File: config.mk
export PLATFORM = sky130hd
export DESIGN_NAME = iqsnr_div
export DESIGN_NICKNAME = d
export VERILOG_FILES = /design/src/hw/rtl/iq_snr_estimator_top_assert.svh /design/src/hw/rtl/iqsnr_pkg.sv /design/src/hw/rtl/iqsnr_div.sv
export SDC_FILE = /design/constraint.sdc
export NUM_CORES = 1
export LEC_CHECK = 0
export BUFFER_PORTS_ARGS = -buffer_cell sky130_fd_sc_hd__buf_4
export CAP_MARGIN = 10
export CORE_MARGIN = 5
export CORE_UTILIZATION = 45
export DETAILED_ROUTE_END_ITERATION = 10
export PLACE_DENSITY = 0.69
export SLEW_MARGIN = 20
export SYNTH_ARGS = -nofsm -noshare
export SYNTH_HDL_FRONTEND = slang
export SYNTH_SLANG_ARGS = --single-unit
File: constraint.sdc
create_clock -name clock -period 3.7 [get_ports clock]
set_input_delay 0 -clock clock [delete_from_list [all_inputs] [get_ports clock]]
set_output_delay 0 -clock clock [all_outputs]
set_load 0.1 [all_outputs]
File: src/hw/rtl/iq_snr_estimator_top_assert.svh
// Assertion macros shared by the estimator RTL.
`ifndef IQ_SNR_ESTIMATOR_TOP_ASSERT_SVH
`define IQ_SNR_ESTIMATOR_TOP_ASSERT_SVH

// The consequent must hold in the same cycle as the antecedent.
`define IQSNR_ASSERT_NOW(name, ante, cons, msg) \
   name: assert property (@(posedge clock) disable iff (reset) (ante) |-> (cons)) \
      else $error(msg);

// The consequent must hold in the cycle after the antecedent.
`define IQSNR_ASSERT_NEXT(name, ante, cons, msg) \
   name: assert property (@(posedge clock) disable iff (reset) (ante) |=> (cons)) \
      else $error(msg);

`endif

File: src/hw/rtl/iqsnr_pkg.sv
package iqsnr_pkg;

   localparam int unsigned SMP_W   = 16;
   localparam int unsigned CNT_W   = 16;
   localparam int unsigned ESUM_W  = 48;
   localparam int unsigned MSUM_W  = 40;
   localparam int unsigned DC_W    = 24;
   localparam int unsigned NOISE_W = 47;
   localparam int unsigned FSUM_W  = 56;
   localparam int unsigned MAG_W   = 25;
   localparam int unsigned ACC_W   = 51;
   localparam int unsigned WIDE_W  = 64;
   localparam int unsigned LOG_W   = 22;
   localparam int unsigned RAD_W   = 48;
   localparam int unsigned ROOT_W  = 24;

   localparam logic [CNT_W-1:0]   PAIRS_RESET    = 16'd1024;
   localparam logic [31:0]        DB_PER_LOG2    = 32'd197283;
   localparam logic [FSUM_W-1:0]  FSUM_MAX       = {FSUM_W{1'b1}};
   localparam logic [NOISE_W-1:0] NOISE_MAX      = {NOISE_W{1'b1}};

   localparam logic [0:0] CSR_CW_PAIRS  = 1'b0;
   localparam logic [0:0] CSR_FM0_PAIRS = 1'b1;

   localparam logic       OP_CW  = 1'b0;
   localparam logic       OP_FM0 = 1'b1;

   localparam logic [1:0] ST_VALID     = 2'd0;
   localparam logic [1:0] ST_NOISE_BAD = 2'd1;
   localparam logic [1:0] ST_SIG_BAD   = 2'd2;

   typedef struct packed {
      logic                    op;
      logic signed [SMP_W-1:0] sample_i;
      logic signed [SMP_W-1:0] sample_q;
   } req_type;

   typedef struct packed {
      logic signed [15:0]        snr_db;
      logic        [NOISE_W-1:0] noise_power;
      logic        [1:0]         status;
   } rsp_type;

   typedef enum logic [4:0] {
      S_IDLE,
      S_SQ_I,
      S_SQ_Q,
      S_SUM,
      S_SQRT_GO,
      S_SQRT_WAIT,
      S_FM_ACC,
      S_COUNT,
      S_DIV_E,
      S_DIV_E_WAIT,
      S_DIV_DC,
      S_DIV_DC_WAIT,
      S_DC_SQ,
      S_NOISE,
      S_DIV_F,
      S_DIV_F_WAIT,
      S_JUDGE,
      S_LOG_NORM,
      S_LOG_SQ,
      S_LOG_STEP,
      S_LOG_DONE,
      S_DB_MUL,
      S_DB_RND,
      S_OUT
   } state_type;

endpackage

File: src/hw/rtl/iqsnr_div.sv
module iqsnr_div
   import iqsnr_pkg::*;
(
   input  logic              clock,
   input  logic              reset,
   input  logic              start,
   input  logic [WIDE_W-1:0] dividend,
   input  logic [CNT_W-1:0]  divisor,
   output logic              done,
   output logic [WIDE_W-1:0] quotient
);

   logic [WIDE_W-1:0]         dvd_ff, dvd_in;
   logic [CNT_W-1:0]          dsr_ff, dsr_in;
   logic [CNT_W-1:0]          rem_ff, rem_in;
   logic [$clog2(WIDE_W)-1:0] cnt_ff, cnt_in;
   logic                      busy_ff, busy_in;
   logic                      done_ff, done_in;
   logic [CNT_W:0]            rem_sh;

   always_comb begin
      dvd_in  = dvd_ff;
      dsr_in  = dsr_ff;
      rem_in  = rem_ff;
      cnt_in  = cnt_ff;
      busy_in = busy_ff;
      done_in = 1'b0;
      rem_sh  = {rem_ff, dvd_ff[WIDE_W-1]};
      if (start) begin
         dvd_in  = dividend;
         dsr_in  = divisor;
         rem_in  = '0;
         cnt_in  = '0;
         busy_in = 1'b1;
      end else if (busy_ff) begin
         if (rem_sh >= {1'b0, dsr_ff}) begin
            rem_in = CNT_W'(rem_sh - {1'b0, dsr_ff});
            dvd_in = {dvd_ff[WIDE_W-2:0], 1'b1};
         end else begin
            rem_in = rem_sh[CNT_W-1:0];
            dvd_in = {dvd_ff[WIDE_W-2:0], 1'b0};
         end
         cnt_in = cnt_ff + 1'b1;
         if (cnt_ff == ($clog2(WIDE_W))'(WIDE_W - 1)) begin
            busy_in = 1'b0;
            done_in = 1'b1;
         end
      end
   end

   always_ff @(posedge clock) begin
      if (reset) begin
         busy_ff <= 1'b0;
         done_ff <= 1'b0;
      end else begin
         busy_ff <= busy_in;
         done_ff <= done_in;
      end
      dvd_ff <= dvd_in;
      dsr_ff <= dsr_in;
      rem_ff <= rem_in;
      cnt_ff <= cnt_in;
   end

   assign done     = done_ff;
   assign quotient = dvd_ff;

endmodule

==> results.md <==
* Hold_ws at between 0.04 and 0.05 ns
* Worst slew pin tran at 0.874 ns
* Most common cell after layout, fill and taps aside: buf_4
* Post-Syn Area per Cell at approximately 13 sq um
* Leakage at about 3 nW
* Worst EP arrival at just under 3 ns
* Remaining DRCs at 0
* Post-Route WL at 14,200 um
* Largest family of logic cells by synthesized area: multiplexers
* Period utilization at about 74%
* RSZ-0062 raised after global routing: false
* Syn nets at 502
* Min Tclk post-route at between 2 and 3 ns
* Vias in the first global route at 4,334
* Mux contribution to synthesized area at 14.5%
* Maximum clock frequency at between 0.3 and 0.4 GHz
* Vias post-DR at 4,140
* Critical Path Source Type: flop
* Die width at 116 um
* Total CTS buffers at 9
* Initial Util at 46.1%
* Distinct cell type count after synthesis at 46
* Worst Path Max Fanout at 19
* Post-synthesis xor/xnor area fraction at 2.60%
* Final Setup Violations at 0
* Post-cts hold buffer count at 81
* GP Congestion at 1.05
* Main synth FF type: edfxtp_1
* Adder-Cell Fraction of Synth Area at under 10%
* Asr flop ratio synth at 0%
* DR vias/cell at 5.40
* Post-synthesis simple-gate area fraction at 7.51%
* Grt ovf at 0
* Most frequent cells in the layout: buf_4, dlygate4sd3_1, edfxtp_1
* Htree depth at 3
* Clk Tree Root Cell: clkbuf_16
* CTS tree: done
* Clock sinks at 104
* Wire length per cell at 18.5 um
* Nets@finish at just over 700
* Seq/Total Area, Yosys at 57.1%
* Pwr/cell area at 479 mW/mm^2
* Worst skew pair latency at 0.35 ns
* Slew Limit Fails at 0
* Final hold violation count at 0
* MaxCap Viol Count at 0
* Yosys warning count at 0
* Area of the core at 0.0109 sq mm
* I/O Buffers at 147
* Flops & latches, synth at 104
* Post-route antenna net violation count at 0
* Row count at 38
* Tot GR Track Use at 21.5%
* Post-Syn Area at 0.00504 sq mm
* Layout area overhead at 46.6%
* Starting DRT DRC Count at 215
* Hpwl dp at 9210 um
* Worst clock skew at 0.0102 ns
* Antenna Cells at 0
* DRT Pass-1 Iters at 5
* Worst rel slew slack at 41.6%
* Die Ht at 116 um
* Post-synth EDFFs at 80
* Data required, critical path at 3.94 ns
* Syn Inst Count at 401
* Worst VDD drop at 0.000273 V
* Setup TNS at 0 ns
* CP Class: reg -> reg
* Num ports at 148
* Crit path capture type: flop
* Initial antenna violation count at 0
* Post-CTS resize count at 0
* Clock slew at reported path FFs at ~0.070 ns
* Die footprint at 0.0134 sq mm
* Share of post-route cells with drive strength above 1 at between 30% and 40%
* Post-CTS Setup Bufs at 0
* First-pass GRT wire length at approximately 22,000 um
* Pin count of the biggest net entering global routing at 66
* Hold Path Class: in -> reg
* Max clock buf depth at 2
* Status: finished clean
* Complex-gate fraction of the synthesized area at 10.2%
[power breakdown]
part	internal, mW	switching [mW]	leakage (nW)	total (mW)
sequential	1.38	0.0607	0.996	1.44
combinational	0.326	0.761	1.90	1.09
clock	0.598	0.420	0.151	1.02
[synthesized netlist by cell type, types with 2 or more instances]
master	instances	area, sq um
edfxtp_1	80	2400
mux2_2	63	709
dfxtp_1	24	480
nand2_1	23	86.3
nor2_1	22	82.6
inv_1	21	78.8
o21ai_0	20	100
ha_1	17	213
clkbuf_1	15	56.3
a21oi_1	13	65.1
xor2_1	11	96.3
nand3_1	9	45.0
a32oi_1	7	61.3
nand4_1	6	37.5
nor3_1	6	30.0
a21o_1	5	37.5
a311oi_1	5	43.8
nand2b_1	5	31.3
buf_2	4	20.0
o211ai_1	4	30.0
o311ai_0	4	35.0
xnor2_1	4	35.0
and3_1	3	18.8
a211o_1	2	17.5
a21boi_0	2	15.0
a31oi_1	2	12.5
buf_1	2	7.51
mux2i_1	2	20.0
nor2b_1	2	12.5
or3_1	2	12.5
[cells by family after synthesis]
kind of cell / after synthesis
AND/OR/NAND/NOR: 81
multiplexers: 65
adder cells (fa/ha/maj): 18
buffers and inverters: 43
flip-flops: 104
AO/OA/AOI/OAI: 75
XOR/XNOR: 15
[state kept, by name (all words and copies together) (netlist names)]
signal / cells
rem_ff: 16
dsr_ff: 16
done: 1
quotient: 64
busy_ff: 1
cnt_ff: 6
[path summary, 6_finish.rpt]
check / depth (start not counted) / slack [ns] / end / startpoint
worst max-delay path: 8 / 0.97 / rem_ff[0] / dsr_ff[14]
worst min-delay path: 2 / 0.05 / cnt_ff[0] / start
worst max register to register: 8 / 0.97 / rem_ff[0] / dsr_ff[14]
worst min register to register: 2 / 0.49 / cnt_ff[5] / cnt_ff[5]
[layout make-up]
cell class | instances | area (sq um)
sequential | 104 | 2880
fill | 799 | 3540
timing repair buffer | 232 | 1960
tap | 140 | 175
inverter | 21 | 78.8
multi-input combinational | 254 | 1990
clock inverter | 4 | 77.6
clock buffer | 12 | 236
[metal layers]
| metal | track usage, % | vias up | part of all wire, % |
|---|---|---|---|
| met1 | 25.7 | 1945 | 38 |
| met5 | 0 | - | 0 |
| met4 | 8.74 | 0 | 2.7 |
| li1 | - | 1949 | - |
| met3 | 6.63 | 33 | 9.5 |
| met2 | 36.1 | 213 | 50 |
[worst max-delay path, cell delays in order, from the launching register on]
cell and delay [ns]:
edfxtp_1 0.32, inv_1 0.04, ha_1 0.36, a21o_1 0.23, a211o_1 0.32, nor3_1 0.29
a31o_1 0.61, nand2_1 0.12, a311oi_1 0.33
[per-stage QoR]
stage / util [%] / setup slack [ns] / total power [mW] / instance area (sq um) / std cells
after floorplan: - / 0.768 / 2.21 / 5040 / 401
after global placement: 57.3 / 1.17 / 2.45 / 6270 / 670
after detailed placement: 57.3 / 1.04 / 2.46 / 6270 / 670
after CTS: 67.6 / 1.02 / 3.55 / 7400 / 767
after global routing: 67.6 / 0.802 / 3.67 / 7400 / 767
final: 67.6 / 0.973 / 3.54 / 7400 / 767
(Power assumes the default switching activity.)
