$ cat config.mk
export PLATFORM = sky130hd
export DESIGN_NAME = iqsnr_sqrt
export DESIGN_NICKNAME = d
export VERILOG_FILES = /design/src/hw/rtl/iq_snr_estimator_top_assert.svh /design/src/hw/rtl/iqsnr_pkg.sv /design/src/hw/rtl/iqsnr_sqrt.sv
export SDC_FILE = /design/constraint.sdc
export NUM_CORES = 1
export LEC_CHECK = 0
export BUFFER_PORTS_ARGS = -buffer_cell sky130_fd_sc_hd__buf_2
export CORE_ASPECT_RATIO = 1.5
export CORE_UTILIZATION = 60
export DETAILED_ROUTE_END_ITERATION = 8
export PLACE_DENSITY = 0.81
export SLEW_MARGIN = 20
export SYNTH_ARGS = -nofsm -noshare
export SYNTH_HDL_FRONTEND = slang
export SYNTH_SLANG_ARGS = --single-unit
$ cat constraint.sdc
create_clock -name clock -period 5.9 [get_ports clock]
set_input_delay 1.18 -clock clock [delete_from_list [all_inputs] [get_ports clock]]
set_output_delay 1.18 -clock clock [all_outputs]
set_load 0.05 [all_outputs]
$ cat src/hw/rtl/iq_snr_estimator_top_assert.svh
// Assertion macros shared by the estimator RTL.
`ifndef IQ_SNR_ESTIMATOR_TOP_ASSERT_SVH
`define IQ_SNR_ESTIMATOR_TOP_ASSERT_SVH

// The consequent must hold in the same cycle as the antecedent.
`define IQSNR_ASSERT_NOW(name, ante, cons, msg) \
   name: assert property (@(posedge clock) disable iff (reset) (ante) |-> (cons)) \
      else $error(msg);

// The consequent must hold in the cycle after the antecedent.
`define IQSNR_ASSERT_NEXT(name, ante, cons, msg) \
   name: assert property (@(posedge clock) disable iff (reset) (ante) |=> (cons)) \
      else $error(msg);

`endif

$ cat src/hw/rtl/iqsnr_pkg.sv
package iqsnr_pkg;

   localparam int unsigned SMP_W   = 16;
   localparam int unsigned CNT_W   = 16;
   localparam int unsigned ESUM_W  = 48;
   localparam int unsigned MSUM_W  = 40;
   localparam int unsigned DC_W    = 24;
   localparam int unsigned NOISE_W = 47;
   localparam int unsigned FSUM_W  = 56;
   localparam int unsigned MAG_W   = 25;
   localparam int unsigned ACC_W   = 51;
   localparam int unsigned WIDE_W  = 64;
   localparam int unsigned LOG_W   = 22;
   localparam int unsigned RAD_W   = 48;
   localparam int unsigned ROOT_W  = 24;

   localparam logic [CNT_W-1:0]   PAIRS_RESET    = 16'd1024;
   localparam logic [31:0]        DB_PER_LOG2    = 32'd197283;
   localparam logic [FSUM_W-1:0]  FSUM_MAX       = {FSUM_W{1'b1}};
   localparam logic [NOISE_W-1:0] NOISE_MAX      = {NOISE_W{1'b1}};

   localparam logic [0:0] CSR_CW_PAIRS  = 1'b0;
   localparam logic [0:0] CSR_FM0_PAIRS = 1'b1;

   localparam logic       OP_CW  = 1'b0;
   localparam logic       OP_FM0 = 1'b1;

   localparam logic [1:0] ST_VALID     = 2'd0;
   localparam logic [1:0] ST_NOISE_BAD = 2'd1;
   localparam logic [1:0] ST_SIG_BAD   = 2'd2;

   typedef struct packed {
      logic                    op;
      logic signed [SMP_W-1:0] sample_i;
      logic signed [SMP_W-1:0] sample_q;
   } req_type;

   typedef struct packed {
      logic signed [15:0]        snr_db;
      logic        [NOISE_W-1:0] noise_power;
      logic        [1:0]         status;
   } rsp_type;

   typedef enum logic [4:0] {
      S_IDLE,
      S_SQ_I,
      S_SQ_Q,
      S_SUM,
      S_SQRT_GO,
      S_SQRT_WAIT,
      S_FM_ACC,
      S_COUNT,
      S_DIV_E,
      S_DIV_E_WAIT,
      S_DIV_DC,
      S_DIV_DC_WAIT,
      S_DC_SQ,
      S_NOISE,
      S_DIV_F,
      S_DIV_F_WAIT,
      S_JUDGE,
      S_LOG_NORM,
      S_LOG_SQ,
      S_LOG_STEP,
      S_LOG_DONE,
      S_DB_MUL,
      S_DB_RND,
      S_OUT
   } state_type;

endpackage

$ cat src/hw/rtl/iqsnr_sqrt.sv
module iqsnr_sqrt
   import iqsnr_pkg::*;
(
   input  logic              clock,
   input  logic              reset,
   input  logic              start,
   input  logic [RAD_W-1:0]  radicand,
   output logic              done,
   output logic [ROOT_W-1:0] root
);

   localparam int unsigned STEPS = RAD_W / 2;
   localparam int unsigned REM_W = ROOT_W + 2;

   logic [RAD_W-1:0]        rad_ff, rad_in;
   logic [REM_W-1:0]        rem_ff, rem_in;
   logic [ROOT_W-1:0]       root_ff, root_in;
   logic [$clog2(STEPS)-1:0] cnt_ff, cnt_in;
   logic                    busy_ff, busy_in;
   logic                    done_ff, done_in;
   logic [REM_W+1:0]        rem_sh;
   logic [REM_W+1:0]        trial;

   always_comb begin
      rad_in  = rad_ff;
      rem_in  = rem_ff;
      root_in = root_ff;
      cnt_in  = cnt_ff;
      busy_in = busy_ff;
      done_in = 1'b0;
      rem_sh  = {rem_ff, rad_ff[RAD_W-1 -: 2]};
      trial   = {2'b00, root_ff, 2'b01};
      if (start) begin
         rad_in  = radicand;
         rem_in  = '0;
         root_in = '0;
         cnt_in  = '0;
         busy_in = 1'b1;
      end else if (busy_ff) begin
         rad_in = {rad_ff[RAD_W-3:0], 2'b00};
         if (rem_sh >= trial) begin
            rem_in  = REM_W'(rem_sh - trial);
            root_in = {root_ff[ROOT_W-2:0], 1'b1};
         end else begin
            rem_in  = REM_W'(rem_sh);
            root_in = {root_ff[ROOT_W-2:0], 1'b0};
         end
         cnt_in = cnt_ff + 1'b1;
         if (cnt_ff == ($clog2(STEPS))'(STEPS - 1)) begin
            busy_in = 1'b0;
            done_in = 1'b1;
         end
      end
   end

   always_ff @(posedge clock) begin
      if (reset) begin
         busy_ff <= 1'b0;
         done_ff <= 1'b0;
      end else begin
         busy_ff <= busy_in;
         done_ff <= done_in;
      end
      rad_ff  <= rad_in;
      rem_ff  <= rem_in;
      root_ff <= root_in;
      cnt_ff  <= cnt_in;
   end

   assign done = done_ff;
   assign root = root_ff;

endmodule

==> results.yml <==
job:
  maxCapViolCount: 0
finish:
  num_antenna_cells: 0
  fillers: 712
  layout.nets: 726
  final_common_cell: "buf_2"
  fin_util_pct: 70.17
  layout_common_cells: "buf_2 (74), nor2_1 (67), dfxtp_1 (56), edfxtp_1 (48), mux2_2 (46)"
  area.growth.synth_to_final_pct: 11.65
  final_layout_size_suffix_gt1_share_pct: 23.28
floorplan:
  ios: 76
  dieArea_mm2: 0.01021
  start_util_pct: 62.84
  die_w_um: 82.85
  core_mm2: 0.009361
  dieHeight_um: 123.3
  rows: 43
worst_setup_path:
  crit_slowest_cell: "a21oi_2"
  path_cells: "inv_1 > ha_1 > o211ai_2 > a21oi_2 > o211ai_2 > a21oi_4 > o21ai_2 > a21oi_2 > nor2_1 > o311ai_0"
  crit_type: "register to register"
  arrival_ns: 3.54
  end_kind: "register"
  cpPeakStageDelay_ns: 0.74
  worstPathRequired_ns: 6.13
  worstPathMaxFanout: 18
  worstSetupStartpointType: "register"
sta:
  finalMaxSlewViolations: 0
  fin_setup_tns_ns: 0
  hold_slack_ns: 0.5100
  rsz0062_at_grt: "false"
  worst_slack_ns: 2.595
  fin_skew_ns: 0.009494
  max_slew_margin_pct: 28.19
  min_period_over_period_pct: 56.03
  tightestPinTransition_ns: 1.075
  hold_viol: 0
  max_freq_ghz: 0.3025
  setup_viol: 0
  finalCriticalPeriod_ns: 3.305
placement:
  hpwl_um: 9454
  portBuffers: 75
  place.gp.congestion: 0.9435
  preCtsSetupSlack_ns: 2.750
grt:
  grt_max_degree: 49
  globalRouteTotalUtil_pct: 27.17
  antenna_found_initial: 0
  grt-ovfl-total: 0
  grt_pass1_wl_um: 22130
  grt_pass1_vias: 4670
route:
  wl_met1_um: 5446
  antenna_left: 0
  vias: 4733
  wl_met2_um: 6930
  first_iter_violations: 319
  avgRoutedWirePerCell_um: 17.81
  dr.pass1.iters: 6
  highest_layer: "met4"
  drc: 0
  dr_wl_met3_um: 660
  wl_um: 13630
  vias_per_cell: 6.187
yosys:
  syn_avg_cell_area_um2: 9.904
  synth-main-ff-cell: "dfxtp_1"
  synth_seq_cells: 105
  yosysWarnings: 0
  synth_cells: 594
  yosysUniqueCellTypes: 59
  synth-edff-count: 48
  synthArstFlopShare_pct: 0
  synthesis.nets: 672
  ys_seq_area_share_pct: 43.90
  netlist_area_mm2: 0.005883
clocking:
  clkLatencyLatePin_ns: 0.35
  cts.path.max_buffers: 2
  postCtsHoldBufs: 0
  post_cts_buffers: 0
  path_clk_slew_ns: 0.08
  tritoncts: "built"
  root_buffer: "clkbuf_16"
  cts_resized: 0
  cts_made_buffers: 9
  clkSinkCount: 105
  htreeDepth: 3
power:
  seqPwrFrac_pct: 28.7
  clkPwrFrac_pct: 17.7
  irDropWorstVdd_v: 0.0003861
  leakagePower_nw: 2.609
  p_sw_mw: 1.499
  combPwrFrac_pct: 53.6
  switching_share_pct: 45.03
  power.density_mw_per_mm2: 506.8
  intPower_mw: 1.830
run_status:
  status: "finished clean"
worst_hold_path:
  hp-class: "register to register"
[power groups by stage]
stage / Clock [mW] / Combinational, mW / Sequential (mW)
floorplan: 0 / 1.38 / 0.938
CTS: 0.595 / 1.74 / 0.951
finish: 0.591 / 1.78 / 0.955
detailed placement: 0 / 1.72 / 0.965
global placement: 0 / 1.70 / 0.965
global route: 0.622 / 1.93 / 0.963
[cells by family after synthesis]
group,share of synthesized area (%)
AO/OA/AOI/OAI,14.14
XOR/XNOR,3.275
adder cells (fa/ha/maj),5.742
buffers and inverters,4.658
flip-flops,43.90
multiplexers,12.89
AND/OR/NAND/NOR,15.40
[metrics by stage]
stage,instance area (µm²),instances,power [mW]
4_1_cts,6569,765,3.290
3_3_place_gp,6282,749,2.669
6_report,6569,765,3.329
5_1_grt,6569,765,3.515
2_1_floorplan,5883,594,2.318
3_5_place_dp,6282,749,2.686
[worst max-delay path: cells and delay by family, from the launching register on]
kind            cells  cell delay (ns)
compound gates      7             1.99
fa+ha+maj           1             0.43
buf+inv             1             0.06
flops               1             0.37
simple gates        1             0.34
[registers in the layout (all words and copies together), names as in the netlist]
name and count:
rad_ff 48, done 1, rem_ff 26, cnt_ff 5, root 24, busy_ff 1
[cell usage after synthesis, types with 5 or more instances]
cell type	n	area share, %
nand2b_1	6	0.64
nor2b_1	6	0.64
mux2i_1	24	4.1
inv_1	32	2.0
nand2_1	33	2.1
a21o_1	8	1.0
dfxtp_1	57	19
buf_1	6	0.38
edfxtp_1	48	25
xnor2_1	16	2.4
a211oi_1	5	0.64
o211ai_1	10	1.3
a21oi_1	26	2.2
mux2_2	46	8.8
a311oi_1	14	2.1
nor3_1	11	0.94
ha_1	27	5.7
nor2_1	67	4.3
o21ai_0	24	2.0
clkbuf_1	17	1.1
xor2_1	6	0.89
nand4_1	10	1.1
nand3_1	24	2.0
buf_2	8	0.68
[final timing paths]
kind	from	end	slack, ns	cells after the start
max	root[3]$_SDFFE_PP0P_	rem_ff[21]$_SDFFE_PP0P_	2.59	10
min reg2reg	rem_ff[9]$_SDFFE_PP0P_	rem_ff[9]$_SDFFE_PP0P_	0.51	2
max reg2reg	root[3]$_SDFFE_PP0P_	rem_ff[21]$_SDFFE_PP0P_	2.59	10
min	rem_ff[9]$_SDFFE_PP0P_	rem_ff[9]$_SDFFE_PP0P_	0.51	2
[layout make-up]
type / instances / area (µm²) / area share, %
sequential: 105 / 2584 / 39.33
inverter: 32 / 120.1 / 1.829
tap: 112 / 140.1 / 2.133
clock inverter: 6 / 57.56 / 0.8762
multi-input combinational: 422 / 3038 / 46.25
timing repair buffer: 78 / 400.4 / 6.095
clock buffer: 10 / 229.0 / 3.486
[per-layer routing]
layer  GRT usage [%]  vias up
met3           4.139       54
met5               0        -
li1                -     2280
met1           30.97     2213
met4           16.06        0
met2           48.41      186
Power figures use the tool's default switching activity.
